$ cat src/sv/tdcmu_pkg.sv
`default_nettype none

package tdcmu_pkg;

	// Hit channels per chip and fine counter bins (power of two)
	localparam int NUM_CHANNELS   = 4;
	localparam int FINE_BINS_LOG2 = 7;
	localparam int FINE_BINS      = 1 << FINE_BINS_LOG2;

	// Rising time slots: two chips, four channel positions each
	localparam int SLOT_COUNT = 8;

	localparam int EPOCH_W = 24;
	localparam int STAMP_W = 19;
	localparam int TS_W    = EPOCH_W + STAMP_W;
	localparam int OT_W    = TS_W + 1;

	// Marker words, upper half
	localparam logic [15:0] MARK_DESEL_A = 16'habcd;
	localparam logic [15:0] MARK_DESEL_B = 16'hcccc;
	localparam logic [15:0] MARK_CHIP0   = 16'haaaa;
	localparam logic [15:0] MARK_CHIP1   = 16'hbbbb;

	localparam logic [1:0] CHIP_NONE = 2'd3;

	// Error ids above the max are reported as the clamp code
	localparam logic [6:0] ERR_MAX   = 7'd19;
	localparam logic [4:0] ERR_CLAMP = 5'd23;

	typedef enum logic [2:0] {
		KIND_NONE     = 3'd0,
		KIND_HIT      = 3'd1,
		KIND_ERROR    = 3'd2,
		KIND_NO_CHIP  = 3'd3,
		KIND_BAD_TYPE = 3'd4
	} kind_t;

	typedef enum logic [1:0] {
		MSG_EPOCH     = 2'd0,
		MSG_SLOW_CTRL = 2'd1,
		MSG_ERROR     = 2'd2,
		MSG_HIT       = 2'd3
	} msg_t;

	typedef enum logic [1:0] {
		CFG_MODE      = 2'd0,
		CFG_TOT_MULT  = 2'd1,
		CFG_CHIP_MASK = 2'd2
	} cfg_index_t;

	typedef struct packed {
		logic       mode_32bit;
		logic [7:0] tot_multiplier;
		logic [1:0] chip_enable_mask;
	} cfg_t;

	// Result word; over_threshold holds a two's complement value
	typedef struct packed {
		logic [4:0]      error_code;
		logic            over_threshold_valid;
		logic [OT_W-1:0] over_threshold;
		logic            time_valid;
		logic [TS_W-1:0] timestamp;
		logic [6:0]      falling_fine_bin;
		logic [6:0]      fine_bin;
		logic            falling;
		logic [1:0]      channel;
		logic            chip_id;
		kind_t           kind;
	} result_t;

endpackage

`default_nettype wire

$ cat src/sv/tdcmu_cfg.sv
`default_nettype none

module tdcmu_cfg (
	input  wire logic            clk,
	input  wire logic            arst_n,
	input  wire logic            cfg_valid,
	output logic                 cfg_ready,
	input  wire logic [1:0]      cfg_index,
	input  wire logic [7:0]      cfg_data,
	output tdcmu_pkg::cfg_t      cfg
);

	logic       mode_q;
	logic [7:0] mult_q;
	logic [1:0] mask_q;

	// Writes are always accepted; cfg_ready is tied high
	assign cfg_ready = 1'b1;

	// Register file; unknown indexes are dropped
	always_ff @(posedge clk or negedge arst_n) begin
		if (!arst_n) begin
			mode_q <= 1'b0;
			mult_q <= 8'd1;
			mask_q <= 2'd3;
		end else if (cfg_valid) begin
			case (cfg_index)
				tdcmu_pkg::CFG_MODE:      mode_q <= cfg_data[0];
				tdcmu_pkg::CFG_TOT_MULT:  mult_q <= cfg_data;
				tdcmu_pkg::CFG_CHIP_MASK: mask_q <= cfg_data[1:0];
				default: ;
			endcase
		end
	end

	assign cfg.mode_32bit       = mode_q;
	assign cfg.tot_multiplier   = mult_q;
	assign cfg.chip_enable_mask = mask_q;

endmodule

`default_nettype wire

$ cat src/sv/tdcmu_decode.sv
`default_nettype none

module tdcmu_decode (
	input  wire logic              clk,
	input  wire logic              arst_n,
	input  wire tdcmu_pkg::cfg_t   cfg,
	input  wire logic              item_valid,
	input  wire logic [31:0]       item_word,
	input  wire logic              item_first,
	output logic                   advance,
	input  wire logic              out_ready,
	output logic                   out_valid,
	output tdcmu_pkg::result_t     result
);

	localparam logic [2:0] CHAN_LIMIT = 3'(tdcmu_pkg::NUM_CHANNELS);
	localparam int         SUM_W      = 17;

	// Buffer state
	logic [1:0]                           chip_q;
	logic [tdcmu_pkg::EPOCH_W-1:0]        epoch_q;
	logic                                 fault_q;
	logic [tdcmu_pkg::SLOT_COUNT-1:0]     known_q;
	logic [tdcmu_pkg::TS_W-1:0]           rise_q [tdcmu_pkg::SLOT_COUNT];

	logic                                 out_valid_q;
	tdcmu_pkg::result_t                   result_q;

	logic                                 fire;
	tdcmu_pkg::result_t                   res_d;
	logic [1:0]                           chip_d;
	logic [tdcmu_pkg::EPOCH_W-1:0]        epoch_d;
	logic                                 fault_d;
	logic [tdcmu_pkg::SLOT_COUNT-1:0]     known_d;
	logic                                 wr_rise;
	logic [2:0]                           slot;
	logic [tdcmu_pkg::TS_W-1:0]           full;

	logic [1:0]                           eff_chip;
	logic [tdcmu_pkg::EPOCH_W-1:0]        eff_epoch;
	logic                                 eff_fault;
	logic [15:0]                          upper;
	logic [1:0]                           bound;
	logic [1:0]                           mtype;
	logic [1:0]                           chid;
	logic [6:0]                           fine;
	logic [tdcmu_pkg::STAMP_W-1:0]        stamp;
	logic [15:0]                          span;
	logic [SUM_W-1:0]                     fsum;
	logic                                 edge_bit;

	assign advance = !out_valid_q || out_ready;
	assign fire    = item_valid && advance;

	// Field extraction for both formats
	always_comb begin
		upper = item_word[31:16];
		bound = cfg.chip_enable_mask[1] ? 2'd2 : (cfg.chip_enable_mask[0] ? 2'd1 : 2'd0);
		mtype = cfg.mode_32bit ? item_word[31:30] : item_word[23:22];
		span  = {8'b0, item_word[7:0]} * {8'b0, cfg.tot_multiplier};
		if (cfg.mode_32bit) begin
			chid     = item_word[28:27];
			fine     = item_word[14:8];
			stamp    = item_word[26:8];
			edge_bit = 1'b0;
		end else begin
			chid     = item_word[21:20];
			fine     = item_word[6:0];
			stamp    = item_word[18:0];
			edge_bit = item_word[19];
		end
		fsum = SUM_W'(fine) + SUM_W'(span);
	end

	// Message decode and next state
	always_comb begin
		eff_chip  = item_first ? tdcmu_pkg::CHIP_NONE : chip_q;
		eff_epoch = item_first ? '0 : epoch_q;
		eff_fault = item_first ? 1'b0 : fault_q;

		res_d   = '0;
		chip_d  = eff_chip;
		epoch_d = eff_epoch;
		fault_d = eff_fault;
		known_d = item_first ? '0 : known_q;
		wr_rise = 1'b0;
		slot    = {eff_chip[0], chid};
		full    = {eff_epoch, stamp};

		if (eff_fault) begin
			// rest of buffer skipped
		end else if (upper == tdcmu_pkg::MARK_DESEL_A || upper == tdcmu_pkg::MARK_DESEL_B) begin
			chip_d = tdcmu_pkg::CHIP_NONE;
		end else if (upper == tdcmu_pkg::MARK_CHIP0) begin
			chip_d  = 2'd0;
			epoch_d = '0;
		end else if (upper == tdcmu_pkg::MARK_CHIP1) begin
			chip_d  = 2'd1;
			epoch_d = '0;
		end else if (eff_chip >= bound) begin
			res_d.kind = tdcmu_pkg::KIND_NO_CHIP;
			fault_d    = 1'b1;
		end else if (cfg.chip_enable_mask[eff_chip[0]]) begin
			case (mtype)
				tdcmu_pkg::MSG_EPOCH: begin
					if (cfg.mode_32bit) epoch_d = item_word[24:1];
					else epoch_d = {3'b0, item_word[21:1]};
				end
				tdcmu_pkg::MSG_SLOW_CTRL: begin
					if (!cfg.mode_32bit) begin
						res_d.kind    = tdcmu_pkg::KIND_BAD_TYPE;
						res_d.chip_id = eff_chip[0];
						fault_d       = 1'b1;
					end
				end
				tdcmu_pkg::MSG_ERROR: begin
					res_d.kind       = tdcmu_pkg::KIND_ERROR;
					res_d.chip_id    = eff_chip[0];
					res_d.error_code = (item_word[6:0] > tdcmu_pkg::ERR_MAX) ?
						tdcmu_pkg::ERR_CLAMP : item_word[4:0];
				end
				default: begin
					if ({1'b0, chid} < CHAN_LIMIT) begin
						res_d.kind     = tdcmu_pkg::KIND_HIT;
						res_d.chip_id  = eff_chip[0];
						res_d.channel  = chid;
						res_d.falling  = edge_bit;
						res_d.fine_bin = fine;
						if (cfg.mode_32bit)
							res_d.falling_fine_bin =
								7'(fsum & SUM_W'(tdcmu_pkg::FINE_BINS - 1));
						if (eff_epoch != '0) begin
							res_d.timestamp  = full;
							res_d.time_valid = 1'b1;
							if (cfg.mode_32bit) begin
								wr_rise                    = 1'b1;
								res_d.over_threshold       = tdcmu_pkg::OT_W'(span);
								res_d.over_threshold_valid = 1'b1;
							end else if (!edge_bit) begin
								wr_rise = 1'b1;
							end else if (known_d[slot]) begin
								res_d.over_threshold = tdcmu_pkg::OT_W'(full) -
									tdcmu_pkg::OT_W'(rise_q[slot]);
								res_d.over_threshold_valid = 1'b1;
							end
						end
					end
				end
			endcase
		end
		if (wr_rise) known_d[slot] = 1'b1;
	end

	// State and result register
	always_ff @(posedge clk or negedge arst_n) begin
		if (!arst_n) begin
			chip_q      <= tdcmu_pkg::CHIP_NONE;
			epoch_q     <= '0;
			fault_q     <= 1'b0;
			known_q     <= '0;
			out_valid_q <= 1'b0;
		end else begin
			if (fire) begin
				chip_q  <= chip_d;
				epoch_q <= epoch_d;
				fault_q <= fault_d;
				known_q <= known_d;
			end
			if (fire) out_valid_q <= 1'b1;
			else if (out_ready) out_valid_q <= 1'b0;
		end
	end

	// Payload: result word and rising times
	always_ff @(posedge clk) begin
		if (fire) result_q <= res_d;
		if (fire && wr_rise) rise_q[slot] <= full;
	end

	assign out_valid = out_valid_q;
	assign result    = result_q;

	// Fault stays until a new buffer opens
	assert property (@(posedge clk) disable iff (!arst_n)
		fault_q && !(fire && item_first) |=> fault_q)
		else $error("buffer fault cleared without first word");

	// A fault result always arms the skip
	assert property (@(posedge clk) disable iff (!arst_n)
		fire && (res_d.kind == tdcmu_pkg::KIND_NO_CHIP ||
			res_d.kind == tdcmu_pkg::KIND_BAD_TYPE) |=> fault_q)
		else $error("fault result without buffer fault");

	// Time over threshold needs a valid timestamp
	assert property (@(posedge clk) disable iff (!arst_n)
		out_valid_q && result_q.over_threshold_valid |-> result_q.time_valid)
		else $error("over_threshold valid without time");

	// Empty results carry no timing
	assert property (@(posedge clk) disable iff (!arst_n)
		out_valid_q && result_q.kind == tdcmu_pkg::KIND_NONE |->
			!result_q.time_valid && !result_q.over_threshold_valid)
		else $error("empty result with timing fields");

endmodule

`default_nettype wire

$ cat src/sv/tdc_message_unpacker.sv
// Each accepted word passes the input register, then the result register.
// Throughput: one word per cycle unless m_tready stalls; each word is decoded in the
// single pass between the two registers, which also updates the epoch and rising times.
// Reset (arst_n low, asynchronous): no chip selected, epoch zero, fault cleared, rising
// times unknown, both pipeline registers empty, 24-bit mode, multiplier 1, mask 3.
`default_nettype none

module tdc_message_unpacker (
	input  wire logic          clk,
	input  wire logic          arst_n,
	// Input words
	input  wire logic          s_tvalid,
	output logic               s_tready,
	input  wire logic [31:0]   s_tdata,   // word[31:0]
	input  wire logic          s_tuser,   // first_word[0]
	// Result words
	output logic               m_tvalid,
	input  wire logic          m_tready,
	// chip_id[0], channel[2:1], falling[3], fine_bin[10:4], falling_fine_bin[17:11],
	// timestamp[60:18], time_valid[61], over_threshold[105:62],
	// over_threshold_valid[106], error_code[111:107]
	output logic [111:0]       m_tdata,
	output logic [2:0]         m_tuser,   // kind[2:0]
	// Register writes
	input  wire logic          cfg_valid,
	output logic               cfg_ready,
	input  wire logic [1:0]    cfg_index,
	input  wire logic [7:0]    cfg_data
);

	tdcmu_pkg::cfg_t    cfg;
	tdcmu_pkg::result_t result;

	logic        valid_s1;
	logic [31:0] word_s1;
	logic        first_s1;
	logic        advance;

	tdcmu_cfg u_cfg (
		.clk       (clk),
		.arst_n    (arst_n),
		.cfg_valid (cfg_valid),
		.cfg_ready (cfg_ready),
		.cfg_index (cfg_index),
		.cfg_data  (cfg_data),
		.cfg       (cfg)
	);

	// Input register: loads whenever its word moves on or it is empty
	assign s_tready = !valid_s1 || advance;

	always_ff @(posedge clk or negedge arst_n) begin
		if (!arst_n) begin
			valid_s1 <= 1'b0;
		end else if (s_tready) begin
			valid_s1 <= s_tvalid;
		end
	end

	always_ff @(posedge clk) begin
		if (s_tready && s_tvalid) begin
			word_s1  <= s_tdata;
			first_s1 <= s_tuser;
		end
	end

	tdcmu_decode u_decode (
		.clk        (clk),
		.arst_n     (arst_n),
		.cfg        (cfg),
		.item_valid (valid_s1),
		.item_word  (word_s1),
		.item_first (first_s1),
		.advance    (advance),
		.out_ready  (m_tready),
		.out_valid  (m_tvalid),
		.result     (result)
	);

	// Pack result word
	assign m_tuser = result.kind;
	assign m_tdata = {result.error_code, result.over_threshold_valid, result.over_threshold,
		result.time_valid, result.timestamp, result.falling_fine_bin, result.fine_bin,
		result.falling, result.channel, result.chip_id};

endmodule

`default_nettype wire

$ cat config.mk
export PLATFORM = sky130hd
export DESIGN_NAME = tdc_message_unpacker
export DESIGN_NICKNAME = d
export VERILOG_FILES = /design/src/sv/tdcmu_pkg.sv /design/src/sv/tdcmu_cfg.sv /design/src/sv/tdcmu_decode.sv /design/src/sv/tdc_message_unpacker.sv
export SDC_FILE = /design/constraint.sdc
export NUM_CORES = 1
export LEC_CHECK = 0
export BUFFER_PORTS_ARGS = -buffer_cell sky130_fd_sc_hd__buf_2
export CAP_MARGIN = 0
export CORE_MARGIN = 2
export CORE_UTILIZATION = 55
export DETAILED_ROUTE_END_ITERATION = 8
export PLACE_DENSITY = 0.73
export RECOVER_POWER = 100
export SYNTH_ARGS = -nofsm -noshare
export SYNTH_HDL_FRONTEND = slang
export SYNTH_SLANG_ARGS = --single-unit
$ cat constraint.sdc
create_clock -name clk -period 7.35 [get_ports clk]
set_clock_uncertainty 0.1 [all_clocks]
set_input_delay 0.735 -clock clk [delete_from_list [all_inputs] [get_ports clk]]
set_output_delay 0.735 -clock clk [all_outputs]
set_load 0.01 [all_outputs]
==> impl_metrics.tcl, run 1 <==
set metrics [dict create \
    post_dp_cell_area_um2 26500 \
    grtUsageMet3_pct 5.325 \
    setup_viol 0 \
    synth_top_family_by_area "compound AO/OA/AOI/OAI gates" \
    syn2layout_area_growth_pct 11.84 \
    finish.net_count 2175 \
    cts_setup_buffers 0 \
    cp-end-kind "flip-flop" \
    synth_simple_gate_area_share_pct 10.28 \
    grt_use_met1_pct 37.82 \
    syn_nets 2006 \
    top_usage_layer "met2" \
    synth.yosys.seq_area_share_pct 64.15 \
    netlist_area_um2 24910 \
    relSlewSlack_pct -83.77 \
    grt_pass1_wl_um 99640 \
    initial_core_util_pct 55.97 \
    cap_violations 12 \
    arrival_ps 6440 \
    vias 16350 \
    grt_pass1_vias 16390 \
    layout_common_cells "edfxtp_1, clkbuf_1, nor2_1" \
    synthMuxAreaShare_pct 1.848 \
    slew_violations 380 \
    clk_pin_slew_ps 60 \
    tightestPinTransition_ps 2757 \
    grt_usage_pct 28.30 \
    cts_buffers 53 \
    rsz0062_at_grt "no" \
    numPortBuffers 164 \
    fin_area_um2 27860 \
    synth.top_cell.area_share_pct 59.30 \
    finalHoldViolCount 0 \
    synth_cell_types 81 \
    grt_overflow 0 \
    n_antenna_cell 0 \
    path_class "reg -> reg" \
    yosys-top-cells-area "edfxtp_1, ha_1, dfrtp_1" \
    synthArstFlopShare_pct 8.889 \
    grt_max_degree 76 \
    power_per_cell_area_nw_per_um2 309.2 \
    critPathRequiredTime_ps 7480 \
    fmax_ghz 0.1585 \
    failed_checks "capacitance limit, slew limit" \
    dp_hpwl_um 43910 \
    startpoint_type "flip-flop" \
    synthCells 1827 \
    viasPerCell 6.216 \
    grtUsageMet2_pct 46.11 \
    insertion_delay_ps 620 \
    die-area_um2 47020 \
    yosys.area_share.xor_xnor_pct 1.758 \
    synth-main-ff-cell "edfxtp_1" \
    postRouteAntennaNets 0 \
    chipHeight_um 216.8 \
    p_leak_nw 9.987 \
    cp_max_fo 33 \
    clock-sinks 540 \
    gp_congestion 0.9645 \
    cts_resized 0 \
    period_share_pct 85.86 \
    clockBufferDepth 3 \
    status "finished with violations" \
    post-route-min-period_ps 6311 \
    drc_errors 0 \
    hold_buffers 0 \
    drt_pass1_iterations 6 \
    row_count 77 \
    synth_warnings 0 \
    cts_root_buf "clkbuf_16" \
    antenna_found_initial 1 \
    core_um2 44510 \
    synth_edf_count 492 \
    wl_per_cell_um 25.04 \
    avgSynthCellArea_um2 13.64 \
    ys_seq_elements 540 \
    die_width_um 216.8 \
    fillCellCount 3354 \
    drtIter0Drc 1684 \
    vdd_ir_drop_max_mv 0.2257 \
    ios 166 \
    synth_adder_area_share_pct 7.724 \
    finalWirelength_um 65850 \
    tritoncts "done" \
    min_path_type "in -> reg" \
    htree_levels 2 \
    layout-drive-gt1-share_pct 8.636 \
    fin_tns_setup_ps 0 \
    layout_commonest_cell "edfxtp_1" \
    synth_compound_area_share_pct 11.60 \
    yosysTopAreaCell "edfxtp_1" \
]
power by group:
group / total (W) / internal, W / leakage, nW / switching, W
logic: 0.00246 / 0.000936 / 4.30 / 0.00152
registers: 0.00355 / 0.00347 / 4.87 / 0.0000872
clock network: 0.00260 / 0.00147 / 0.813 / 0.00113
metrics by stage:
step                      power [W]  instances  worst slack, ps  hold slack (ps)  util (%)
after global placement     0.006021       2533             2145            358.9     59.54
after CTS                  0.008642       2630             1990            129.4     63.26
after floorplan            0.005322       1827            991.4            339.4         -
after global routing       0.009001       2630            795.5            181.3     62.60
final                      0.008614       2630             1039            189.4     62.60
after detailed placement   0.006058       2533             1996            365.6     59.54
cell type report:
cell class                 instances  area (µm²)  share of cell area [%]
clock inverter                    21       130.1                  0.4670
tap                              592       740.7                   2.658
clock buffer                      76        1526                   5.478
timing repair buffer             195       883.3                   3.170
inverter                          84       321.6                   1.154
multi-input combinational       1122        8279                   29.71
sequential                       540       15980                   57.36
Yosys cell counts, drive strengths merged, types with 4 or more instances:
master     n
edfxtp   492
a221oi    20
o22ai     40
nor3      21
a21oi     66
nand3b     7
xnor2     33
buf       21
a32oi      4
dfstp      5
dfrtp     43
o21a      15
and4      12
a21o      29
and3      26
nor2     132
xor2      17
nand3     18
inv       83
nor4       9
mux2      22
nand4     13
clkbuf    60
a31oi      6
or3        6
a22o      44
o21ai     48
fa        38
mux2i     19
a2111oi    5
a22oi     93
o21bai     9
a21boi     4
ha        93
nand2b    18
nor2b     32
and2      89
nand2     94
routing by layer:
| metal | share of wire [%] | wire [µm] |
|---|---|---|
| met3 | 8.3 | 5447 |
| met2 | 48 | 31760 |
| met4 | 3.8 | 2488 |
| met5 | 0.021 | 14 |
| met1 | 40 | 26140 |
state kept, by name (all words and copies together) (netlist names):
| name | flops |
|---|---|
| u_decode.chip_q | 2 |
| u_decode.rise_q | 344 |
| word_s1 | 32 |
| u_decode.result | 115 |
| u_decode.out_valid | 1 |
| u_decode.fault_q | 1 |
| u_cfg.mode_q | 1 |
| u_decode.epoch_q | 24 |
| valid_s1 | 1 |
| u_cfg.mult_q | 8 |
| u_decode.known_q | 8 |
| u_cfg.mask_q | 2 |
| first_s1 | 1 |
cells by family (layout without fill, tap and decap cells):
kind of cell	Yosys count	count (layout)
xor gates and xnor gates	50	50
muxes	42	42
AOI/OAI and AO/OA	409	409
buffers and inverters	165	376
DFF	540	540
adders and majority gates	131	131
other	1	1
and+or+nand+nor	489	489
worst max-delay path, cell delays in order, from the launching register on:
cell and delay [ps]:
edfxtp_1 340, clkbuf_1 1270, or2_2 290, ha_1 230
a21oi_1 260, and2_0 240, nand4_1 230, or3_1 660
nor2_2 1530, clkbuf_2 740
path summary, 6_finish.rpt:
kind                                                 start                          endpoint  slack, ps  cells after the start
hold reg to reg            u_decode.known_q[4]$_DFFE_PN0P_   u_decode.known_q[4]$_DFFE_PN0P_        380                      1
min in group asynchronous                           arst_n       u_cfg.mult_q[5]$_DFFE_PN0P_        980                      2
hold / removal                                  s_tdata[9]              word_s1[9]$_DFFE_PP_        190                      1
setup / recovery                        first_s1$_DFFE_PP_  u_decode.rise_q[5][34]$_DFFE_PP_       1040                      9
setup reg to reg                        first_s1$_DFFE_PP_  u_decode.rise_q[5][34]$_DFFE_PP_       1040                      9
max in group asynchronous                           arst_n   u_decode.known_q[3]$_DFFE_PN0P_       4580                      2
Note: power is estimated with default switching activity, not from simulation.
==> inputs of run 2 (changes only) <==
--- a/config.mk
+++ b/config.mk
@@ -7,9 +7,11 @@
 export LEC_CHECK = 0
 export BUFFER_PORTS_ARGS = -buffer_cell sky130_fd_sc_hd__buf_2
 export CAP_MARGIN = 0
+export CORE_ASPECT_RATIO = 0.7
 export CORE_MARGIN = 2
 export CORE_UTILIZATION = 55
 export DETAILED_ROUTE_END_ITERATION = 8
+export GPL_TIMING_DRIVEN = 1
 export PLACE_DENSITY = 0.73
 export RECOVER_POWER = 100
 export SYNTH_ARGS = -nofsm -noshare
==> constraint.sdc (replaced) <==
create_clock -name clk -period 7.3 [get_ports clk]
set_clock_uncertainty 0.1 [all_clocks]
set_input_delay 0.73 -clock clk [delete_from_list [all_inputs] [get_ports clk]]
set_output_delay 0.73 -clock clk [all_outputs]
set_load 0.01 [all_outputs]
==> run 2 against run 1 <==
  * The run still ends with capacitance limit, slew limit left
  * Power up 1.6%
  * Final cell count up 0.68%
  * Critical path type unchanged
  * Clock power up 3%
  * Highest routed layer is now met4
  * Sequential share of layout area down 0.20 points
  * Critical endpoint is now u_decode.rise_q[4][37]$_DFFE_PP_
  * Largest cell class unchanged
==> impl_metrics.tcl, run 2 (synthesized netlist as in run 1, its figures left out) <==
set metrics [dict create \
    drtIter0Drc 2064 \
    grt_pass1_wl_um 102000 \
    viasPerCell 6.270 \
    crit_buf_inv 2 \
    path_class "reg -> reg" \
    wl_per_cell_um 25.83 \
    critical-path-top-delay-family "simple AND/OR/NAND/NOR gates" \
    finalWirelength_um 68390 \
    cap_violations 8 \
    layout_commonest_cell "edfxtp_1" \
    die-area_um2 47040 \
    post-route-min-period_ps 6424 \
    layout-drive-gt1-share_pct 9.487 \
    slew_violations 290 \
    n_antenna_cell 0 \
    cts_buffers 50 \
    row_count 65 \
    slowest_delay_ps 1470 \
    insertion_delay_ps 590 \
    status "finished with violations" \
    drt_pass1_iterations 5 \
    ios 166 \
    grt_max_degree 64 \
    critPathRequiredTime_ps 7410 \
    fin_tns_setup_ps 0 \
    finalHoldViolCount 0 \
    grt_overflow 0 \
    clock-sinks 540 \
    die_width_um 258.4 \
    period_share_pct 88.00 \
    setup_viol 0 \
    clockBufferDepth 3 \
    grt_pass1_vias 16180 \
    largest-register "u_decode.rise_q" \
    gp_congestion 0.9622 \
    crit_chain "clkbuf_1 -> or2_2 -> ha_1 -> a21oi_1 -> and2_0 -> nand4_1 -> or3_1 -> nor2_2 -> clkbuf_2" \
    vias 16600 \
    syn2layout_area_growth_pct 12.22 \
    failed_checks "capacitance limit, slew limit" \
    power_per_cell_area_nw_per_um2 313.0 \
    initial_core_util_pct 55.50 \
    hold_buffers 0 \
    dp_hpwl_um 45880 \
    grt_usage_pct 29.09 \
    largest_register_ffs 344 \
    tritoncts "done" \
    vdd_ir_drop_max_mv 0.1941 \
    startpoint_type "flip-flop" \
    finish.net_count 2182 \
    p_leak_nw 10.02 \
    rsz0062_at_grt "no" \
    htree_levels 2 \
    tightestPinTransition_ps 3210 \
    arrival_ps 6540 \
    cp-end-kind "flip-flop" \
    chipHeight_um 182.1 \
    antenna_found_initial 0 \
    min_path_type "in -> reg" \
    relSlewSlack_pct -115.2 \
    whs_ps 216.6 \
    postRouteAntennaNets 0 \
    cp_max_fo 33 \
    clk_pin_slew_ps 60 \
    cts_setup_buffers 0 \
    fmax_ghz 0.1557 \
    drc_errors 0 \
    numPortBuffers 164 \
    cts_root_buf "clkbuf_16" \
    core_um2 44890 \
    slowest_stage "nor2_2" \
    cts_resized 0 \
    layout_common_cells "edfxtp_1, clkbuf_1, nor2_1" \
]
==> run 2: final timing paths <==
path	from	end	slack, ps	depth (start not counted)
worst max-delay path	first_s1$_DFFE_PP_	u_decode.rise_q[4][37]$_DFFE_PP_	880	9
min in group asynchronous	arst_n	u_decode.out_valid$_DFFE_PN0P_	900	1
max in group asynchronous	arst_n	u_cfg.mode_q$_DFFE_PN0P_	4680	1
worst max register to register	first_s1$_DFFE_PP_	u_decode.rise_q[4][37]$_DFFE_PP_	880	9
worst min-delay path	s_tdata[2]	word_s1[2]$_DFFE_PP_	220	1
worst min register to register	u_decode.known_q[2]$_DFFE_PN0P_	u_decode.known_q[2]$_DFFE_PN0P_	390	1
==> run 2: per-layer routing <==
metal  track usage [%]  share of wire, %  vias to the layer above
li1                  -                 -                     7251
met1             45.63                44                     8159
met5                 0                 0                        -
met3             7.542                13                      101
met2             41.27                42                     1091
met4             5.318               1.7                        0
==> run 2: cell type report <==
type,instances,area (µm²)
clock buffers,66,1364
clock inverters,28,306.5
fillers,3412,16930
inverters,84,321.6
multi-input cells,1122,8307
flip-flops and latches,540,15980
well taps,603,754.5
repair buffers,205,924.6
==> run 2: stage by stage <==
step	area, µm²	util (%)	setup slack, ps	std cells	total power (W)
CTS	28230	62.88	1666	2648	0.008738
finish	27960	62.28	875.7	2648	0.008752
global route	27960	62.28	629.5	2648	0.009131
global placement	26560	59.16	1839	2554	0.006035
floorplan	24910	-	946.4	1827	0.005358
detailed placement	26560	59.16	1699	2554	0.006075
==> run 2: worst register-to-register path: stages, from the launching register on <==
cell and delay (ps):
edfxtp_1 410, clkbuf_1 1230, or2_2 300, ha_1 220, a21oi_1 270, and2_0 270, nand4_1 310, or3_1 720
nor2_2 1480, clkbuf_2 730
==> run 2: report_power, final <==
group          switching (W)  internal (W)  total [W]
sequential         0.0000885       0.00349    0.00358
combinational        0.00154      0.000952    0.00249
clock                0.00118       0.00151    0.00268
total                0.00280       0.00595    0.00875
